$ cat config.mk
export PLATFORM = sky130hd
export DESIGN_NAME = svd_back
export DESIGN_NICKNAME = d
export VERILOG_FILES = /design/src/hw/rtl/svd_pkg.sv /design/src/hw/rtl/svd_back.sv
export SDC_FILE = /design/constraint.sdc
export NUM_CORES = 2
export LEC_CHECK = 0
export BUFFER_PORTS_ARGS = -buffer_cell sky130_fd_sc_hd__buf_2
export CORE_MARGIN = 3
export CORE_UTILIZATION = 35
export DETAILED_ROUTE_END_ITERATION = 8
export GPL_ROUTABILITY_DRIVEN = 0
export HOLD_SLACK_MARGIN = 0.02
export PLACE_DENSITY = 0.61
export SLEW_MARGIN = 20
export SYNTH_ARGS = -nofsm -noshare
export SYNTH_HDL_FRONTEND = slang
export SYNTH_SLANG_ARGS = --single-unit
$ cat constraint.sdc
create_clock -name clk -period 25.2 [get_ports clk]
set_input_delay 5.04 -clock clk [delete_from_list [all_inputs] [get_ports clk]]
set_output_delay 5.04 -clock clk [all_outputs]
set_load 0.02 [all_outputs]
$ cat src/hw/rtl/svd_pkg.sv
// Shared types and constants for the semantic vector distance block.
`default_nettype none
package svd_pkg;
  localparam int MaxLen = 1024;
  localparam int CntW = 11;
  localparam int QDepth = 2;

  // Totals of one finished vector pair, handed from the front to the back.
  typedef struct packed {
    logic [34:0]        abs_sum;
    logic signed [58:0] dot_sum;
    logic [57:0]        norm_a;
    logic [57:0]        norm_b;
    logic [CntW-1:0]    unequal;
    logic [CntW-1:0]    pairs;
    logic               over;
  } svd_acc_t;

  typedef enum logic [2:0] {
    S_IDLE, S_MUL, S_SQRT, S_COS, S_MEAN, S_OUT
  } svd_state_t;

  localparam logic [0:0] ModeMean = 1'b0;
  localparam logic [0:0] ModeCos = 1'b1;
  localparam logic [0:0] RegDistanceMode = 1'b0;
endpackage
`default_nettype wire

$ cat src/hw/rtl/svd_back.sv
// Back end: mean division or product, square root and cosine division per vector pair.
`default_nettype none
module svd_back (
  input  wire logic         clk,
  input  wire logic         rst,
  input  wire logic         mode,
  input  wire logic         q_valid,
  input  svd_pkg::svd_acc_t q_data,
  output logic              pop,
  output logic              out_valid,
  input  wire logic         out_ready,
  output logic [23:0]       distance,
  output logic [10:0]       mismatch_count,
  output logic              zero_magnitude,
  output logic              length_overflow
);
  svd_pkg::svd_state_t state, state_next;
  logic [6:0]   cnt;
  logic [115:0] mcand;
  logic [57:0]  mplier;
  logic [115:0] prod;
  logic [60:0]  srem;
  logic [57:0]  root;
  logic [59:0]  crem;
  logic [13:0]  quo;
  logic         dneg;
  logic [34:0]  dvd;
  logic [10:0]  mrem;
  logic [10:0]  den;

  logic [60:0]  s_sh;
  logic [60:0]  s_trial;
  logic [59:0]  c_m;
  logic [59:0]  c_sh;
  logic [59:0]  c_sub;
  logic [11:0]  m_sh;
  logic         nz;
  logic [13:0]  q_clamp;

  assign nz = (q_data.norm_a != '0) && (q_data.norm_b != '0);
  assign s_sh = {srem[58:0], prod[115:114]};
  assign s_trial = {1'b0, root, 2'b01};
  assign c_m = {2'b00, root};
  assign c_sh = {crem[58:0], 1'b0};
  assign c_sub = crem - c_m;
  assign m_sh = {mrem, dvd[34]};
  assign q_clamp = (quo > 14'd4096) ? 14'd4096 : quo;

  always_comb begin
    state_next = state;
    unique case (state)
      svd_pkg::S_IDLE: begin
        if (q_valid) begin
          if (mode == svd_pkg::ModeMean) begin
            state_next = svd_pkg::S_MEAN;
          end else if (nz) begin
            state_next = svd_pkg::S_MUL;
          end else begin
            state_next = svd_pkg::S_OUT;
          end
        end
      end
      svd_pkg::S_MUL:  if (cnt == 7'd1) state_next = svd_pkg::S_SQRT;
      svd_pkg::S_SQRT: if (cnt == 7'd1) state_next = svd_pkg::S_COS;
      svd_pkg::S_COS:  if (cnt == 7'd0) state_next = svd_pkg::S_OUT;
      svd_pkg::S_MEAN: if (cnt == 7'd1) state_next = svd_pkg::S_OUT;
      svd_pkg::S_OUT:  if (out_ready) state_next = svd_pkg::S_IDLE;
      default:         state_next = svd_pkg::S_IDLE;
    endcase
  end

  always_comb begin
    pop = (state == svd_pkg::S_IDLE) && q_valid;
    out_valid = (state == svd_pkg::S_OUT);
  end

  always_ff @(posedge clk) begin
    if (rst) begin
      state <= svd_pkg::S_IDLE;
    end else begin
      state <= state_next;
    end
  end

  always_ff @(posedge clk) begin
    unique case (state)
      svd_pkg::S_IDLE: begin
        mismatch_count <= q_data.unequal;
        length_overflow <= q_data.over;
        zero_magnitude <= (mode == svd_pkg::ModeCos) && !nz;
        distance <= 24'd4096;
        dvd <= q_data.abs_sum;
        den <= q_data.pairs;
        mrem <= '0;
        mcand <= {58'd0, q_data.norm_a};
        mplier <= q_data.norm_b;
        prod <= '0;
        srem <= '0;
        root <= '0;
        quo <= '0;
        dneg <= q_data.dot_sum[58];
        crem <= q_data.dot_sum[58] ? 60'(-q_data.dot_sum) : 60'(q_data.dot_sum);
        cnt <= (mode == svd_pkg::ModeMean) ? 7'd35 : 7'd58;
      end
      svd_pkg::S_MUL: begin
        if (mplier[0]) begin
          prod <= prod + mcand;
        end
        mcand <= {mcand[114:0], 1'b0};
        mplier <= {1'b0, mplier[57:1]};
        cnt <= (cnt == 7'd1) ? 7'd58 : cnt - 7'd1;
      end
      svd_pkg::S_SQRT: begin
        // Two radicand bits per step, restoring digit-by-digit square root.
        prod <= {prod[113:0], 2'b00};
        if (s_sh >= s_trial) begin
          srem <= s_sh - s_trial;
          root <= {root[56:0], 1'b1};
        end else begin
          srem <= s_sh;
          root <= {root[56:0], 1'b0};
        end
        cnt <= (cnt == 7'd1) ? 7'd13 : cnt - 7'd1;
      end
      svd_pkg::S_COS: begin
        if (cnt == 7'd13) begin
          // Integer part of the ratio is one at most; anything larger is dropped.
          if (crem >= c_m) begin
            quo <= 14'd1;
            crem <= (c_sub >= c_m) ? '0 : c_sub;
          end
        end else if (cnt != 7'd0) begin
          if (c_sh >= c_m) begin
            crem <= c_sh - c_m;
            quo <= {quo[12:0], 1'b1};
          end else begin
            crem <= c_sh;
            quo <= {quo[12:0], 1'b0};
          end
        end else begin
          distance <= dneg ? 24'(14'd4096 + q_clamp) : 24'(14'd4096 - q_clamp);
        end
        cnt <= cnt - 7'd1;
      end
      svd_pkg::S_MEAN: begin
        if (m_sh >= {1'b0, den}) begin
          mrem <= 11'(m_sh - {1'b0, den});
          dvd <= {dvd[33:0], 1'b1};
        end else begin
          mrem <= m_sh[10:0];
          dvd <= {dvd[33:0], 1'b0};
        end
        if (cnt == 7'd1) begin
          distance <= (den == '0) ? 24'd0 : (m_sh >= {1'b0, den}) ?
                      {dvd[22:0], 1'b1} : {dvd[22:0], 1'b0};
        end
        cnt <= cnt - 7'd1;
      end
      svd_pkg::S_OUT: begin
        cnt <= '0;
      end
      default: begin
        cnt <= '0;
      end
    endcase
  end
endmodule
`default_nettype wire

==> results_dict.tcl <==
set metrics [dict create \
    synth.yosys.warnings 0 \
    ir_worst_vdd_v 0.0000805 \
    largest_net_degree_at_the_start_of_global_routing 183 \
    cts.sink_count 586 \
    critical_path.most_common_cell "buf_2" \
    synthCells 5096 \
    post-dp-hpwl_mm 94.4 \
    vias_in_the_first_global_route 36800 \
    area_enclosed_by_the_die_boundary_um2 133000 \
    critical_path.reg2reg.startpoint "crem[0]" \
    count_of_instances_resized_after_the_clock_tree_is_built 0 \
    finalSetupViolCount 0 \
    worstPathRequired_ps 20160 \
    initial_utilization 0.355 \
    synth_top_area_frac 0.385 \
    drive_above_1_share 0.0893 \
    avgSynthCellArea_um2 8.82 \
    cp-end-kind "output port" \
    globalRouteOverflowTotal 0 \
    cts_root_buffer "clkbuf_16" \
    total_power_w 0.00789 \
    worstSetupPathType "in2out" \
    count_of_input_and_output_buffers 276 \
    crit_path_start_kind "primary input" \
    yosys_register_bits 586 \
    dpl.cell_count 6820 \
    cts.clk_slew.worst_paths_ps 50 \
    cts-root-to-sink-buffers 3 \
    slowest_library_cell_on_the_worst_path "buf_2" \
    synth_fp_nets 5702 \
    layout-area-overhead-vs-synth_pct 11.8 \
    wire_per_inst_um 18.3 \
    worstRegToRegCells 27 \
    antenna_left 0 \
    h_tree_lvl_count 3 \
    row_count 130 \
    dieWidth_um 364 \
    worst_hold_path.num_cells 2 \
    tightestPinTransition_ps 1110 \
    timing_hold_violations_final 0 \
    grt_antenna_before_repair 12 \
    syn-cell-area_um2 45000 \
    headroom_to_the_max_slew_limit 0.259 \
    hold_class "reg2reg" \
    drt-total-wl_mm 127 \
    crit-reg2reg-capture "crem[16]" \
    cts.repair_timing.setup_buffer_count 0 \
    clock_insertion_delay_worst_skew_ps 670 \
    fin_max_slew_vios 0 \
    synthDistinctLibCells 93 \
    grt_use_total 0.185 \
    run_status "finished, final reports clean" \
    layout.nets 5854 \
    final_total_negative_setup_slack_ps 0 \
    critPathMaxFanout 2 \
    tritoncts "built" \
    timing.clock.skew_ps 42.6 \
    pwr_per_cell_area_nw_per_um2 157 \
    cp.buffers_inverters 2 \
    final.setup.worst_slack_ps 14740 \
    crit_path_max_incr_delay_ps 150 \
    worst-endpoint-arrival_ps 5420 \
    core_um2 127000 \
    synth-main-ff-cell "edfxtp_1" \
    avgViaCountPerCell 5.53 \
    cap_violations 0 \
    async_reset_ff_frac 0 \
    detailedRoute.firstIterationViolations 2847 \
    drt-pass1-iter-count 6 \
    setup.reg_to_reg.worst_slack_ps 17640 \
    portion_of_the_post_synthesis_area_used_by_sequential_elements 0.389 \
    synth-edff-count 576 \
    place_worst_setup_slack_ps 14740 \
    pin_count 277 \
    cts_hold_buf 0 \
    critical_path.cell_chain "buf_2 -> and2_1 -> buf_2" \
    fin_hold_ws_ps 489 \
    leakage_nw 20.9 \
    global_route_wire_length_before_repair_mm 200 \
    maxClockFrequency_ghz 0.0956 \
    rsz0062_at_grt "false" \
    routed-via-count 38500 \
    clock_period_minus_final_worst_setup_slack_ps 10460 \
    die-height_um 364 \
    min_from "mplier[38]" \
    worst_hold_path.endpoint "mplier[37]" \
    yosys.area.top_type "edfxtp_1" \
    nFillCells 12800 \
    post_synth_main_area_contributors "edfxtp_1 (38%), ha_1 (10%), nand2_1 (7.0%)" \
    final.period_utilization 0.415 \
    number_of_clock_buffers_inserted_by_tritoncts 76 \
    post_route_drc_violation_count 0 \
    crit_family "buffers and inverters" \
    final_cells 6962 \
]
-- through the flow --
step / cell area [µm²] / utilization
CTS: 50300 / 0.397
detailed placement: 47800 / 0.378
finish: 50300 / 0.397
global placement: 47800 / 0.378
floorplan: 45000 / -
global route: 50300 / 0.397
-- cell type report --
cell class	count	area, µm²	area share
Clock buffer	91	1980	0.0394
Inverter	226	848	0.0169
Antenna cell	5	12.5	0.000249
Timing Repair Buffer	307	1630	0.0323
Sequential cell	586	17500	0.348
Tap cell	1650	2060	0.0410
Multi-Input combinational cell	4051	25800	0.513
Clock inverter	46	465	0.00925
-- layout by cell type (no fill, tap or decap), types with 16 or more instances in the layout --
cell       synthesis  routed
nand2_1          843     842
edfxtp_1         576     576
a21oi_1          399     398
o21ai_0          394     394
nor2_1           374     369
ha_1             364     364
buf_2             12     276
inv_1            225     225
xnor2_1          198     198
a21o_1           190     189
xor2_1           145     145
nand4_1           99      99
and2_1            93      93
clkbuf_16          0      77
o21bai_1          68      68
nand3_1           62      62
nor3_1            63      60
mux2i_1           50      50
a31oi_1           49      49
nor4_1            49      47
a211oi_1          41      41
and3_1            40      40
nor2b_1           39      39
o31ai_1           36      36
o21a_1            35      34
nand2b_1          32      32
o22ai_1           30      30
buf_4              2      30
a22oi_1           27      27
o211ai_1          24      24
o21ai_1           22      22
or3_1             21      20
a21boi_0          19      19
o41ai_1           17      17
a221oi_1          16      16
or4_1             16      16
-- sequential cells by signal (all words and copies together) (netlist names) --
register         flops
quo                 14
prod               116
length_overflow      1
zero_magnitude       1
dneg                 1
mcand              116
root                58
state                3
dvd                 35
srem                59
mismatch_count      11
cnt                  7
den                 11
mplier              58
mrem                11
crem                60
distance            24
-- power breakdown --
group | total, W | leakage [nW] | internal [W] | switching, W
clock network | 0.00108 | 1.19 | 0.000621 | 0.000464
registers | 0.00186 | 6.28 | 0.00162 | 0.000241
logic | 0.00494 | 13.5 | 0.00189 | 0.00305
total | 0.00789 | 20.9 | 0.00413 | 0.00376
-- cell usage after synthesis (11+ instances only) --
master / n
a41oi_1: 12
clkbuf_1: 205
or2_2: 14
a211oi_1: 41
nor3_1: 63
nand3_1: 62
nand4_1: 99
o21bai_1: 68
a31oi_1: 49
a2bb2oi_1: 11
o211ai_1: 24
xnor2_1: 198
and2_1: 93
inv_1: 225
nor2b_1: 39
a22oi_1: 27
o21a_1: 35
a21o_1: 190
xor2_1: 145
edfxtp_1: 576
or4_1: 16
mux2i_1: 50
buf_2: 12
and4_1: 14
ha_1: 364
and3_1: 40
a21oi_1: 399
nand2b_1: 32
o41ai_1: 17
nor2_1: 374
a221oi_1: 16
a21boi_0: 19
o21ai_1: 22
o31a_1: 11
or3_1: 21
o31ai_1: 36
nand2_1: 843
o21ai_0: 394
nor4_1: 49
o22ai_1: 30
-- how the worst max path moves through the flow --
stage                     slack (ps)  startpoint  depth (start not counted)   to
after global routing           14730     q_valid                          3  pop
final                          14740     q_valid                          3  pop
after CTS                      14740     q_valid                          3  pop
after global placement         14740     q_valid                          3  pop
after detailed placement       14740     q_valid                          3  pop
after floorplan                14910     q_valid                          1  pop
-- per-layer routing --
metal,share of wire,up-vias,global-route usage
li1,-,19000,-
met1,0.47,18300,0.258
met2,0.45,1084,0.298
met3,0.055,178,0.0261
met4,0.024,0,0.0539
met5,0,-,0
-- worst reg2reg max path, stage by stage (launching register included) --
cell and delay [ps]:
edfxtp_1 460, inv_1 130, ha_1 160, inv_1 50
fa_1 410, a21oi_1 270, o211ai_1 130, a31oi_1 290
o21ai_0 250, a31oi_1 580, o31ai_1 210, o31ai_1 550
o221a_2 340, nand3b_1 90, a31oi_1 220, xor2_1 220
inv_1 70, ha_1 290, a21o_1 160, a21oi_1 180
nor3_1 60, a2111oi_0 410, o21ai_0 260, nor2_1 150
nor2_1 80, and3_1 180, or4_4 800, o21ai_0 370
-- logic make-up after synthesis --
kind of cell / share of synthesized area
AND/OR/NAND/NOR: 0.180
AO/OA/AOI/OAI: 0.210
flip-flops: 0.389
buffers and inverters: 0.0394
adder cells (fa/ha/maj): 0.103
XOR/XNOR: 0.0668
multiplexers: 0.0121
Note: power is estimated with default switching activity, not from simulation.
