--- src/hw/rtl/svd_pkg.sv ---
// Shared types and constants for the semantic vector distance block.
`default_nettype none
package svd_pkg;
  localparam int MaxLen = 1024;
  localparam int CntW = 11;
  localparam int QDepth = 2;

  // Totals of one finished vector pair, handed from the front to the back.
  typedef struct packed {
    logic [34:0]        abs_sum;
    logic signed [58:0] dot_sum;
    logic [57:0]        norm_a;
    logic [57:0]        norm_b;
    logic [CntW-1:0]    unequal;
    logic [CntW-1:0]    pairs;
    logic               over;
  } svd_acc_t;

  typedef enum logic [2:0] {
    S_IDLE, S_MUL, S_SQRT, S_COS, S_MEAN, S_OUT
  } svd_state_t;

  localparam logic [0:0] ModeMean = 1'b0;
  localparam logic [0:0] ModeCos = 1'b1;
  localparam logic [0:0] RegDistanceMode = 1'b0;
endpackage
`default_nettype wire

--- src/hw/rtl/svd_queue.sv ---
// Two-entry queue of vector totals between the front and back ends.
`default_nettype none
module svd_queue (
  input  wire logic         clk,
  input  wire logic         rst,
  input  wire logic         push,
  input  svd_pkg::svd_acc_t push_data,
  output logic              q_ready,
  output logic              q_valid,
  input  wire logic         pop,
  output svd_pkg::svd_acc_t pop_data
);
  svd_pkg::svd_acc_t slots [svd_pkg::QDepth];
  logic       wptr;
  logic       rptr;
  logic [1:0] fill;

  assign q_ready = (fill != 2'(svd_pkg::QDepth));
  assign q_valid = (fill != 2'd0);
  assign pop_data = slots[rptr];

  always_ff @(posedge clk) begin
    if (rst) begin
      wptr <= 1'b0;
      rptr <= 1'b0;
      fill <= 2'd0;
    end else begin
      if (push) begin
        wptr <= ~wptr;
      end
      if (pop) begin
        rptr <= ~rptr;
      end
      fill <= fill + 2'(push) - 2'(pop);
    end
    if (push) begin
      slots[wptr] <= push_data;
    end
  end
endmodule
`default_nettype wire

--- config.mk ---
export PLATFORM = sky130hd
export DESIGN_NAME = svd_queue
export DESIGN_NICKNAME = d
export VERILOG_FILES = /design/src/hw/rtl/svd_pkg.sv /design/src/hw/rtl/svd_queue.sv
export SDC_FILE = /design/constraint.sdc
export NUM_CORES = 1
export LEC_CHECK = 0
export BUFFER_PORTS_ARGS = -buffer_cell sky130_fd_sc_hd__buf_2
export CORE_AREA = 2 2 194 196
export CTS_BUF_LIST = sky130_fd_sc_hd__clkbuf_4
export DETAILED_ROUTE_END_ITERATION = 10
export DIE_AREA = 0 0 196 198
export GPL_TIMING_DRIVEN = 0
export PLACE_DENSITY = 0.83
export SYNTH_ARGS = -nofsm -noshare
export SYNTH_HDL_FRONTEND = slang
export SYNTH_SLANG_ARGS = --single-unit
--- constraint.sdc ---
create_clock -name clk -period 12.7 [get_ports clk]
set_clock_uncertainty 0.1 [all_clocks]
set_input_delay 1.905 -clock clk [delete_from_list [all_inputs] [get_ports clk]]
set_output_delay 1.905 -clock clk [all_outputs]
set_load 0.01 [all_outputs]
==> qor.txt, run 1 <==
R2R depth = 6
Tightest Hold Check Type = flop to flop
Pre-Repair DR Iteration Count = 5
Post-Route WL = 37100 um
Tmin final = 4190 ps
Worst path arrival time = 2180 ps
Worst Path Max Fanout = 10
Worst path bufs/invs = 4
Final setup TNS = 0 ps
Yosys warning count = 0
Cts hold-fix bufs = 0
GRT Overall Usage = 18.3%
Die height = 198 um
DR vias/cell = 4.88
Worst R2R Start = wptr
# IOs = 472
Iteration-0 DRC Markers = 334
Total power = 3.51 mW
Most used cell, CP = buf_6
Syn avg cell area = 23.8 um2
Met3 Use GR = 7.72%
Slowest stage cell, crit path = mux2_4
Sink Count = 471
Core area = 0.0370 mm2
DIE AREA = 0.0388 mm2
Largest net degree at the start of global routing = 67
Starting Density = 48.0%
Unique masters post-synth = 15
Total placed cells including tap cells = 1702
Crit. End Element = output pin
CTS tree = built
CTS Root Cell = clkbuf_4
Mapped Nets = 985
Setup bufs post-CTS = 0
Synth Instances = 746
Clock transition at path regs = 70 ps
Gr ovfl total = 0
RSZ-0062 raised after global routing = false
Crit path max-delay family = buffers and inverters
Slew margin rel. = 48.3%
DR WL/cell = 19.3 um
Synthesized flop and latch total = 471
Cts repair resizes = 0
Clock Latency Late Sink = 770 ps
MaxCap Viol Count = 0
Area of the mapped netlist = 0.0177 mm2
H-tree levels = 3
Final GP Congestion = 0.768
CP Launch Type = flop
Period utilization = 33.0%
Fmax = 0.239 GHz
Seq/Total Area, Yosys = 79.5%
IO buf count = 471
Max IR drop VDD = 109 uV
CP cell instances = buf_6, buf_6, buf_6, mux2_4, buf_2
Vias = 9372
Hold Vio Cnt, Final = 0
Static leakage = 8.98 nW
Slew Limit Fails = 0
Pwr dens = 156 mW/mm2
HPWL after DPL = 26200 um
Tightest Pin Transition = 776 ps
DRC Markers = 0
Crit Path Category = flop to output pin
Layout Cells excl Fill = 1920
Worst reg2reg path endpoint = slots[0][105]
Die width = 196 um
Placed inst area = 0.0209 mm2
Met1 Use GR = 18.7%
Dpl ws = 8460 ps
Vias in the first global route = 9787
CTS max path bufs = 3
Hold path cells = 2
# setup viols final = 0
Layout area overhead = 26.7%
Largest stage delay, worst path = 360 ps
Antenna violations before repair = 12
Num CTS Buffers = 117
GR peak layer = met2
Final Worst Setup Slack = 8510 ps
First-pass GRT wire length = 52900 um
Final core utilization = 60.8%
Post-route cell area = 0.0225 mm2
R2R Setup Slk = 10200 ps
Req. time, crit path = 10690 ps
Share of cells above drive strength 1 = 63.8%
Hold WS = 436 ps
GR Util met2 = 32.0%
Outcome = finished clean
# nets final = 1586
Number of core rows = 71
Post-route ant nets = 0
Hold wc startpoint = rptr
-- power breakdown --
part	leakage, nW	internal (mW)	switching (mW)
clock network	0.873	0.655	0.564
logic	3.69	0.227	0.225
registers	4.42	1.82	0.0232
total	8.98	2.70	0.813
-- cells in the mapped netlist (all sizes together) --
cell / number / area (um2)
inv: 2 / 7.51
dfxtp: 5 / 100
nor2: 4 / 15.0
mux2: 233 / 3260
nand2: 1 / 3.75
xnor3: 1 / 22.5
nor2b: 2 / 12.5
xnor2: 2 / 17.5
or2: 1 / 6.26
and2: 1 / 6.26
buf: 26 / 255
edfxtp: 466 / 14000
ha: 2 / 25.0
-- worst max path at each step --
stage,start,end,slack [ps],depth (start not counted)
finish,flop,pop_data[145],8510,5
global route,flop,pop_data[145],8330,5
CTS,flop,pop_data[145],8320,5
detailed placement,push,slots[0][75],8460,7
global placement,push,slots[0][74],1000,2
floorplan,push,slots[0][0],4190,1
-- state kept, by name (all words and copies together), names as in the netlist, named ones only --
register,flops
fill,2
rptr,1
slots,466
wptr,1
-- worst register-to-register path: stages (launching register included) --
cell and delay (ps):
dfxtp_1 350, nor2b_4 540, buf_12 280, buf_16 200, buf_12 240, buf_16 210
buf_12 220
-- final cells by class --
| class | count | area [um2] |
|---|---|---|
| Antenna cell | 9 | 22.5 |
| Buffer | 26 | 255 |
| Clock buffer | 164 | 1230 |
| Clock inverter | 45 | 256 |
| Fill cell | 2673 | 14500 |
| Inverter | 2 | 7.51 |
| Multi-Input combinational cell | 247 | 3380 |
| Sequential cell | 471 | 14100 |
| Tap cell | 474 | 593 |
| Timing Repair Buffer | 482 | 2620 |
-- layer usage --
metal  routed length [um]  vias up
li1                     -     4293
met1                13100     4591
met2                19500      398
met3                 3330       78
met4                 1190       12
met5                   70        -
-- layout by cell type (no fill, tap or decap), types with 2 or more instances in the layout --
| cell type | count |
|---|---|
| xnor2_1 | 2 |
| clkinv_1 | 36 |
| buf_2 | 477 |
| clkbuf_4 | 164 |
| ha_1 | 2 |
| edfxtp_1 | 466 |
| bufinv_16 | 3 |
| buf_6 | 20 |
| clkinv_2 | 4 |
| mux2_4 | 170 |
| diode_2 | 9 |
| buf_12 | 6 |
| dfxtp_1 | 5 |
| mux2_2 | 63 |
| nor2_1 | 4 |
| inv_1 | 2 |
| buf_16 | 5 |
-- kinds of logic after synthesis --
| logic type | synth area share, % |
|---|---|
| adders and majority gates | 0.141 |
| muxes | 18.4 |
| DFF | 79.5 |
| xor gates and xnor gates | 0.226 |
| buffers and inverters | 1.48 |
| and+or+nand+nor | 0.247 |
No activity file was read; power rests on OpenSTA's default activity.
==> run 2, diff against run 1 <==
==> constraint.sdc (replaced) <==
create_clock -name clk -period 3.6 [get_ports clk]
set_clock_uncertainty 0.1 [all_clocks]
set_input_delay 0.54 -clock clk [delete_from_list [all_inputs] [get_ports clk]]
set_output_delay 0.54 -clock clk [all_outputs]
set_load 0.01 [all_outputs]
==> qor.txt, run 2 (same netlist as run 1, synthesis figures left out) <==
Clock Latency Late Sink = 780 ps (was 770 ps)
Crit. End Element = output pin (unchanged)
Antenna violations before repair = 5 (was 12)
Commonest non-fill, non-tap cell in the layout = buf_2 (unchanged)
Setup bufs post-CTS = 0 (unchanged)
Layout area overhead = 39.6% (was 26.7%)
H-tree levels = 3 (unchanged)
DIE AREA = 0.0388 mm2 (unchanged)
Slew Limit Fails = 0 (unchanged)
Switching pwr = 3.08 mW (was 0.813 mW)
Register Area = 0.0141 mm2 (unchanged)
Crit path max-delay family = buffers and inverters (unchanged)
Sink Count = 471 (unchanged)
Die height = 198 um (unchanged)
Tmin final = 2850 ps
Worst path bufs/invs = 4 (unchanged)
HPWL after DPL = 26300 um (was 26200 um)
Int Power = 9.58 mW (was 2.70 mW)
Slowest stage cell, crit path = mux2_4 (unchanged)
First-pass GRT wire length = 65200 um (was 52900 um)
Clock group share of total power = 34.0% (was 34.7%)
DRC Markers = 0 (unchanged)
Final GP Congestion = 0.752 (was 0.768)
Tightest Hold Check Type = input pin to flop (was flop to flop)
MaxCap Viol Count = 0 (unchanged)
Tightest Pin Transition = 924 ps (was 776 ps)
Most flop-heavy register = slots (unchanged)
CTS max path bufs = 3 (unchanged)
Vias in the first global route = 11600 (was 9787)
Gate power share = 14.6% (was 12.9%)
Period utilization = 79.2%
CTS tree = built (unchanged)
Iteration-0 DRC Markers = 476 (was 334)
Final core utilization = 67.0% (was 60.8%)
Post-Route WL = 45100 um (was 37100 um)
Commonest non-fill, non-tap cells in the layout = 477 x buf_2, 466 x edfxtp_1, 237 x dlygate4sd3_1 (was 477 x buf_2, 466 x edfxtp_1, 170 x mux2_4)
Post-route ant nets = 0 (unchanged)
Max IR drop VDD = 439 uV (was 109 uV)
Req. time, crit path = 2960 ps (was 10690 ps)
Slew margin rel. = 38.4% (was 48.3%)
CP cell instances = buf_6, buf_6, buf_6, mux2_4, buf_2 (unchanged)
Dpl ws = 919 ps (was 8460 ps)
Hold Vio Cnt, Final = 0 (unchanged)
Core area = 0.0370 mm2 (unchanged)
Final Worst Setup Slack = 749 ps (was 8510 ps)
Outcome = finished clean (unchanged)
Clock transition at path regs = 70 ps (about the same)
Worst Path Max Fanout = 10 (unchanged)
Fmax = 0.351 GHz
Fillers = 2301 (was 2673)
Pre-Repair DR Iteration Count = 5 (unchanged)
Gr ovfl total = 0 (unchanged)
DR vias/cell = 4.90 (was 4.88)
# nets final = 1821 (was 1586)
Reg power frac = 51.4% (was 52.4%)
Num CTS Buffers = 115 (was 117)
Largest registers = slots (466), fill (2) (unchanged)
Worst path arrival time = 2210 ps (was 2180 ps)
Crit Path Category = flop to output pin (unchanged)
Most used cell, CP = buf_6 (unchanged)
Static leakage = 9.94 nW (was 8.98 nW)
CTS Root Cell = clkbuf_4 (unchanged)
Number of core rows = 71 (unchanged)
DR WL/cell = 21.1 um (was 19.3 um)
Share of cells above drive strength 1 = 55.3% (was 63.8%)
Starting Density = 48.0% (unchanged)
Net Sw Frac = 24.3% (was 23.2%)
Vias = 10500 (was 9372)
CP Launch Type = flop (unchanged)
Area taken by multi-input logic gates = 0.00338 mm2 (unchanged)
IO buf count = 471 (unchanged)
GRT Overall Usage = 22.7% (was 18.3%)
Largest net degree at the start of global routing = 69 (was 67)
Pwr dens = 512 mW/mm2 (was 156 mW/mm2)
RSZ-0062 raised after global routing = false (unchanged)
# IOs = 472 (unchanged)
Max reg flops = 466 (unchanged)
Die width = 196 um (unchanged)
Largest stage delay, worst path = 350 ps (was 360 ps)
# setup viols final = 0 (unchanged)
==> run 2: changes by cell type in the layout (fill, tap and decap cells not counted) <==
cell           delta
clkinv_1         -14
clkinv_2          +2
clkbuf_4          -2
inv_2             +2
diode_2           -2
dlygate4sd3_1   +237
bufinv_16         -1
==> run 2: final cells by class <==
class,instances,share of cell area (%)
Sequential cell,471,57.0
Timing Repair Buffer,719,20.2
Multi-Input combinational cell,247,13.7
Clock buffer,162,4.92
Tap cell,474,2.40
Buffer,26,1.03
Clock inverter,34,0.774
Antenna cell,7,0.0708
Inverter,2,0.0303
==> run 2: worst paths after layout <==
| path | cells after the start | startpoint | end | slack [ps] |
|---|---|---|---|---|
| setup / recovery | 5 | flop | pop_data[115] | 750 |
| hold / removal | 2 | push_data[72] | slots[0][72] | 360 |
| setup reg to reg | 5 | wptr | slots[0][95] | 1270 |
| hold reg to reg | 2 | rptr | rptr | 440 |
==> run 2: stage by stage <==
stage	std cells	hold WS, ps	power [mW]	setup TNS (ps)	instance area, um2
2_1_floorplan	746	380	7.54	-306520	17700
3_3_place_gp	1691	395	8.15	-1141980	20700
3_5_place_dp	1702	422	8.21	0	20900
4_1_cts	2135	236	12.7	0	24700
5_1_grt	2139	266	13.2	0	24700
6_report	2142	360	12.7	0	24700
==> run 2: power groups by stage <==
stage	logic [mW]	clock network, mW	registers (mW)
2_1_floorplan	0.926	0	6.61
3_3_place_gp	1.51	0	6.64
3_5_place_dp	1.61	0	6.61
4_1_cts	1.83	4.35	6.49
5_1_grt	1.95	4.73	6.52
6_report	1.85	4.31	6.50
==> run 2: repair_timing <==
item                                    in CTS  in global routing
hold buffers                               237                  0
resized for setup                            0                  0
endpoints found under the setup margin       0                  0
hold endpoints to repair                   471                  0
==> run 2: worst register-to-register path, cell delays in order (launching register included) <==
cell and delay, ps:
dfxtp_1 350, nor2b_4 540, buf_16 260, buf_12 240, buf_12 260, buf_12 250
==> run 2: per-layer routing <==
layer	vias to the layer above	share of wire, %	GRT usage (%)	wire, um
met2	490	55	42.0	24700
met1	5178	34	22.8	15500
met3	105	7.3	7.12	3300
li1	4732	-	-	-
met4	0	3.6	11.8	1600
met5	-	0	0	0
==> run 3, diff against run 2 <==
--- a/config.mk
+++ b/config.mk
@@ -5,6 +5,7 @@
 export SDC_FILE = /design/constraint.sdc
 export NUM_CORES = 1
 export LEC_CHECK = 0
+export ABC_AREA = 1
 export BUFFER_PORTS_ARGS = -buffer_cell sky130_fd_sc_hd__buf_2
 export CORE_AREA = 2 2 194 196
 export CTS_BUF_LIST = sky130_fd_sc_hd__clkbuf_4
==> constraint.sdc (replaced) <==
create_clock -name clk -period 2.47 [get_ports clk]
set_clock_uncertainty 0.1 [all_clocks]
set_input_delay 0.3705 -clock clk [delete_from_list [all_inputs] [get_ports clk]]
set_output_delay 0.3705 -clock clk [all_outputs]
set_load 0.01 [all_outputs]
==> qor.txt, run 3 <==
DIE AREA = 0.0388 mm2 (unchanged)
HPWL after DPL = 27000 um (was 26300 um)
Hold Vio Cnt, Final = 0 (unchanged)
Post-synth top area share = 78.9% (about the same)
Die width = 196 um (unchanged)
Commonest non-fill, non-tap cell in the layout = edfxtp_1 (was buf_2)
Gr ovfl total = 0 (unchanged)
Slew margin rel. = 55.4% (was 38.4%)
# setup viols final = 211 (was 0)
Max reg flops = 466 (unchanged)
Req. time, crit path = 2000 ps (was 2960 ps)
# IOs = 472 (unchanged)
Die height = 198 um (unchanged)
Post-route ant nets = 0 (unchanged)
Tmin final = 2590 ps
EDFF count, synth = 466 (unchanged)
Tightest Pin Transition = 668 ps (was 924 ps)
Mapped Nets = 995 (was 985)
Placed inst area = 0.0211 mm2 (was 0.0209 mm2)
Clock Latency Late Sink = 790 ps (was 780 ps)
DRC Markers = 0 (unchanged)
Iteration-0 DRC Markers = 565 (was 476)
Worst path arrival time = 2120 ps (was 2210 ps)
Largest registers = slots (466), fill (2) (unchanged)
Hold WS = 160 ps (was 360 ps)
Crit Path Category = flop to output pin (unchanged)
Worst path bufs/invs = 4 (unchanged)
Clock group share of total power = 33.9% (was 34.0%)
Layout area overhead = 50.2% (was 39.6%)
Max IR drop VDD = 541 uV (was 439 uV)
Seq/Total Area, Yosys = 79.5% (about the same)
Outcome = complete, but fails checks (was finished clean)
Yosys warning count = 0 (unchanged)
Period utilization = 105%
Num CTS Buffers = 114 (was 115)
Tightest Hold Check Type = input pin to flop (unchanged)
Synth top area cells = edfxtp_1 79%, mux2_4 14%, mux2_2 4.0% (unchanged)
Commonest cells in the netlist = 466 x edfxtp_1, 170 x mux2_4, 63 x mux2_2 (unchanged)
First-pass GRT wire length = 67800 um (was 65200 um)
Largest stage delay, worst path = 360 ps (was 350 ps)
Worst Path Max Fanout = 10 (unchanged)
Crit path max-delay family = buffers and inverters (unchanged)
Slowest stage cell, crit path = dfxtp_4 (was mux2_4)
CTS tree = built (unchanged)
RSZ-0062 raised after global routing = true (was false)
Commonest non-fill, non-tap cells in the layout = 466 x edfxtp_1, 315 x buf_2, 237 x dlygate4sd3_1 (was 477 x buf_2, 466 x edfxtp_1, 237 x dlygate4sd3_1)
Most used cell, CP = buf_12 (was buf_6)
Net Sw Frac = 25.2% (was 24.3%)
Layout Cells excl Fill = 2180 (was 2142)
Total placed cells including tap cells = 1717 (was 1702)
Syn avg cell area = 23.5 um2 (was 23.8 um2)
Area of the mapped netlist = 0.0177 mm2 (about the same)
Violated checks = setup timing
Most frequent cell after synthesis = edfxtp_1 (unchanged)
DR WL/cell = 23.7 um (was 21.1 um)
Vias = 11000 (was 10500)
Top_reg_cell synth = edfxtp_1 (unchanged)
Switching pwr = 4.84 mW (was 3.08 mW)
Post-route cell area = 0.0266 mm2 (was 0.0247 mm2)
Unique masters post-synth = 14 (was 15)
Core area = 0.0370 mm2 (unchanged)
Int Power = 14.3 mW (was 9.58 mW)
CTS max path bufs = 3 (unchanged)
Clock transition at path regs = 70 ps (about the same)
Static leakage = 10.7 nW (was 9.94 nW)
Reg power frac = 49.0% (was 51.4%)
CP cell instances = buf_12, buf_16, buf_12, mux2_4, buf_6 (was buf_6, buf_6, buf_6, mux2_4, buf_2)
Crit. End Element = output pin (unchanged)
DR vias/cell = 5.03 (was 4.90)
Gate power share = 17.1% (was 14.6%)
IO buf count = 471 (unchanged)
H-tree levels = 3 (unchanged)
Synthesized flop and latch total = 471 (unchanged)
CP Launch Type = flop (unchanged)
Share of cells above drive strength 1 = 55.5% (was 55.3%)
Post-Route WL = 51700 um (was 45100 um)
Fmax = 0.386 GHz
CTS Root Cell = clkbuf_4 (unchanged)
Async S/R FF share, synth = 0% (unchanged)
Most flop-heavy register = slots (unchanged)
MaxCap Viol Count = 0 (unchanged)
Pwr dens = 720 mW/mm2 (was 512 mW/mm2)
Largest net degree at the start of global routing = 40 (was 69)
Vias in the first global route = 11900 (was 11600)
Final Worst Setup Slack = -122 ps (was 749 ps)
Synth Instances = 756 (was 746)
Number of core rows = 71 (unchanged)
Top cell type by total area after synthesis = edfxtp_1 (unchanged)
Sink Count = 471 (unchanged)
GRT Overall Usage = 23.7% (was 22.7%)
Pre-Repair DR Iteration Count = 4 (was 5)
Final GP Congestion = 0.769 (was 0.752)
# nets final = 1851 (was 1821)
Antenna violations before repair = 10 (was 5)
Slew Limit Fails = 0 (unchanged)
Starting Density = 48.0% (about the same)
run 3: final cells by class:
class	count	area [um2]
diodes	9	22.5
clock inverters	41	230
flip-flops and latches	471	14100
clock buffers	160	1200
fillers	2066	10300
multi-input cells	251	3560
repair buffers	741	6390
inverters	8	46.3
well taps	474	593
plain buffers	25	498
run 3: logic make-up (layout without fill, tap and decap cells):
group           count (synthesis)  count (layout)  share of synthesized area, %
flops                         471             471                          79.5
mux                           233             233                          18.4
buf+inv                        34             975                          1.61
simple gates                   14              14                         0.310
fa+ha+maj                       2               2                         0.141
compound gates                  1               1                        0.0282
xor+xnor                        1               1                        0.0494
other cells                     0               9                             0
run 3: path summary, 6_finish.rpt:
kind             startpoint            end  slack, ps  cells after the start
max reg2reg            wptr   slots[0][93]        400                      4
max                    flop  pop_data[210]       -120                      5
min reg2reg            rptr           rptr        430                      2
min          push_data[192]  slots[0][192]        160                      2
run 3: per-stage QoR:
stage	TNS, ps	setup slack, ps	utilization, %	power (mW)
6_report	-15320	-122	72.1	19.2
5_1_grt	-43270	-238	72.1	19.9
4_1_cts	-40850	-222	69.3	18.6
3_5_place_dp	0	77.0	57.0	11.8
3_3_place_gp	-1875770	-4150	56.1	11.7
2_1_floorplan	-883980	-1910	-	10.8
run 3: metal layers:
layer	vias to the layer above	wire (um)	GRT usage, %
met2	608	28100	43.8
li1	4802	-	-
met5	-	30	0
met1	5433	17400	24.1
met4	4	2040	12.2
met3	124	4130	7.48
run 3: timing repair:
action,in CTS,in global routing
buffers inserted,5,1
hold endpoints to repair,485,0
gates cloned,6,6
resized for setup,136,174
pin swaps,0,0
endpoints found under the setup margin,233,233
hold buffers,237,0
run 3: power groups by stage:
stage               Sequential [mW]  Clock [mW]  Combinational, mW
CTS                            9.37        6.38               2.84
detailed placement             9.54           0               2.21
finish                         9.40        6.50               3.29
global route                   9.42        7.04               3.42
global placement               9.59           0               2.08
floorplan                      9.55           0               1.27
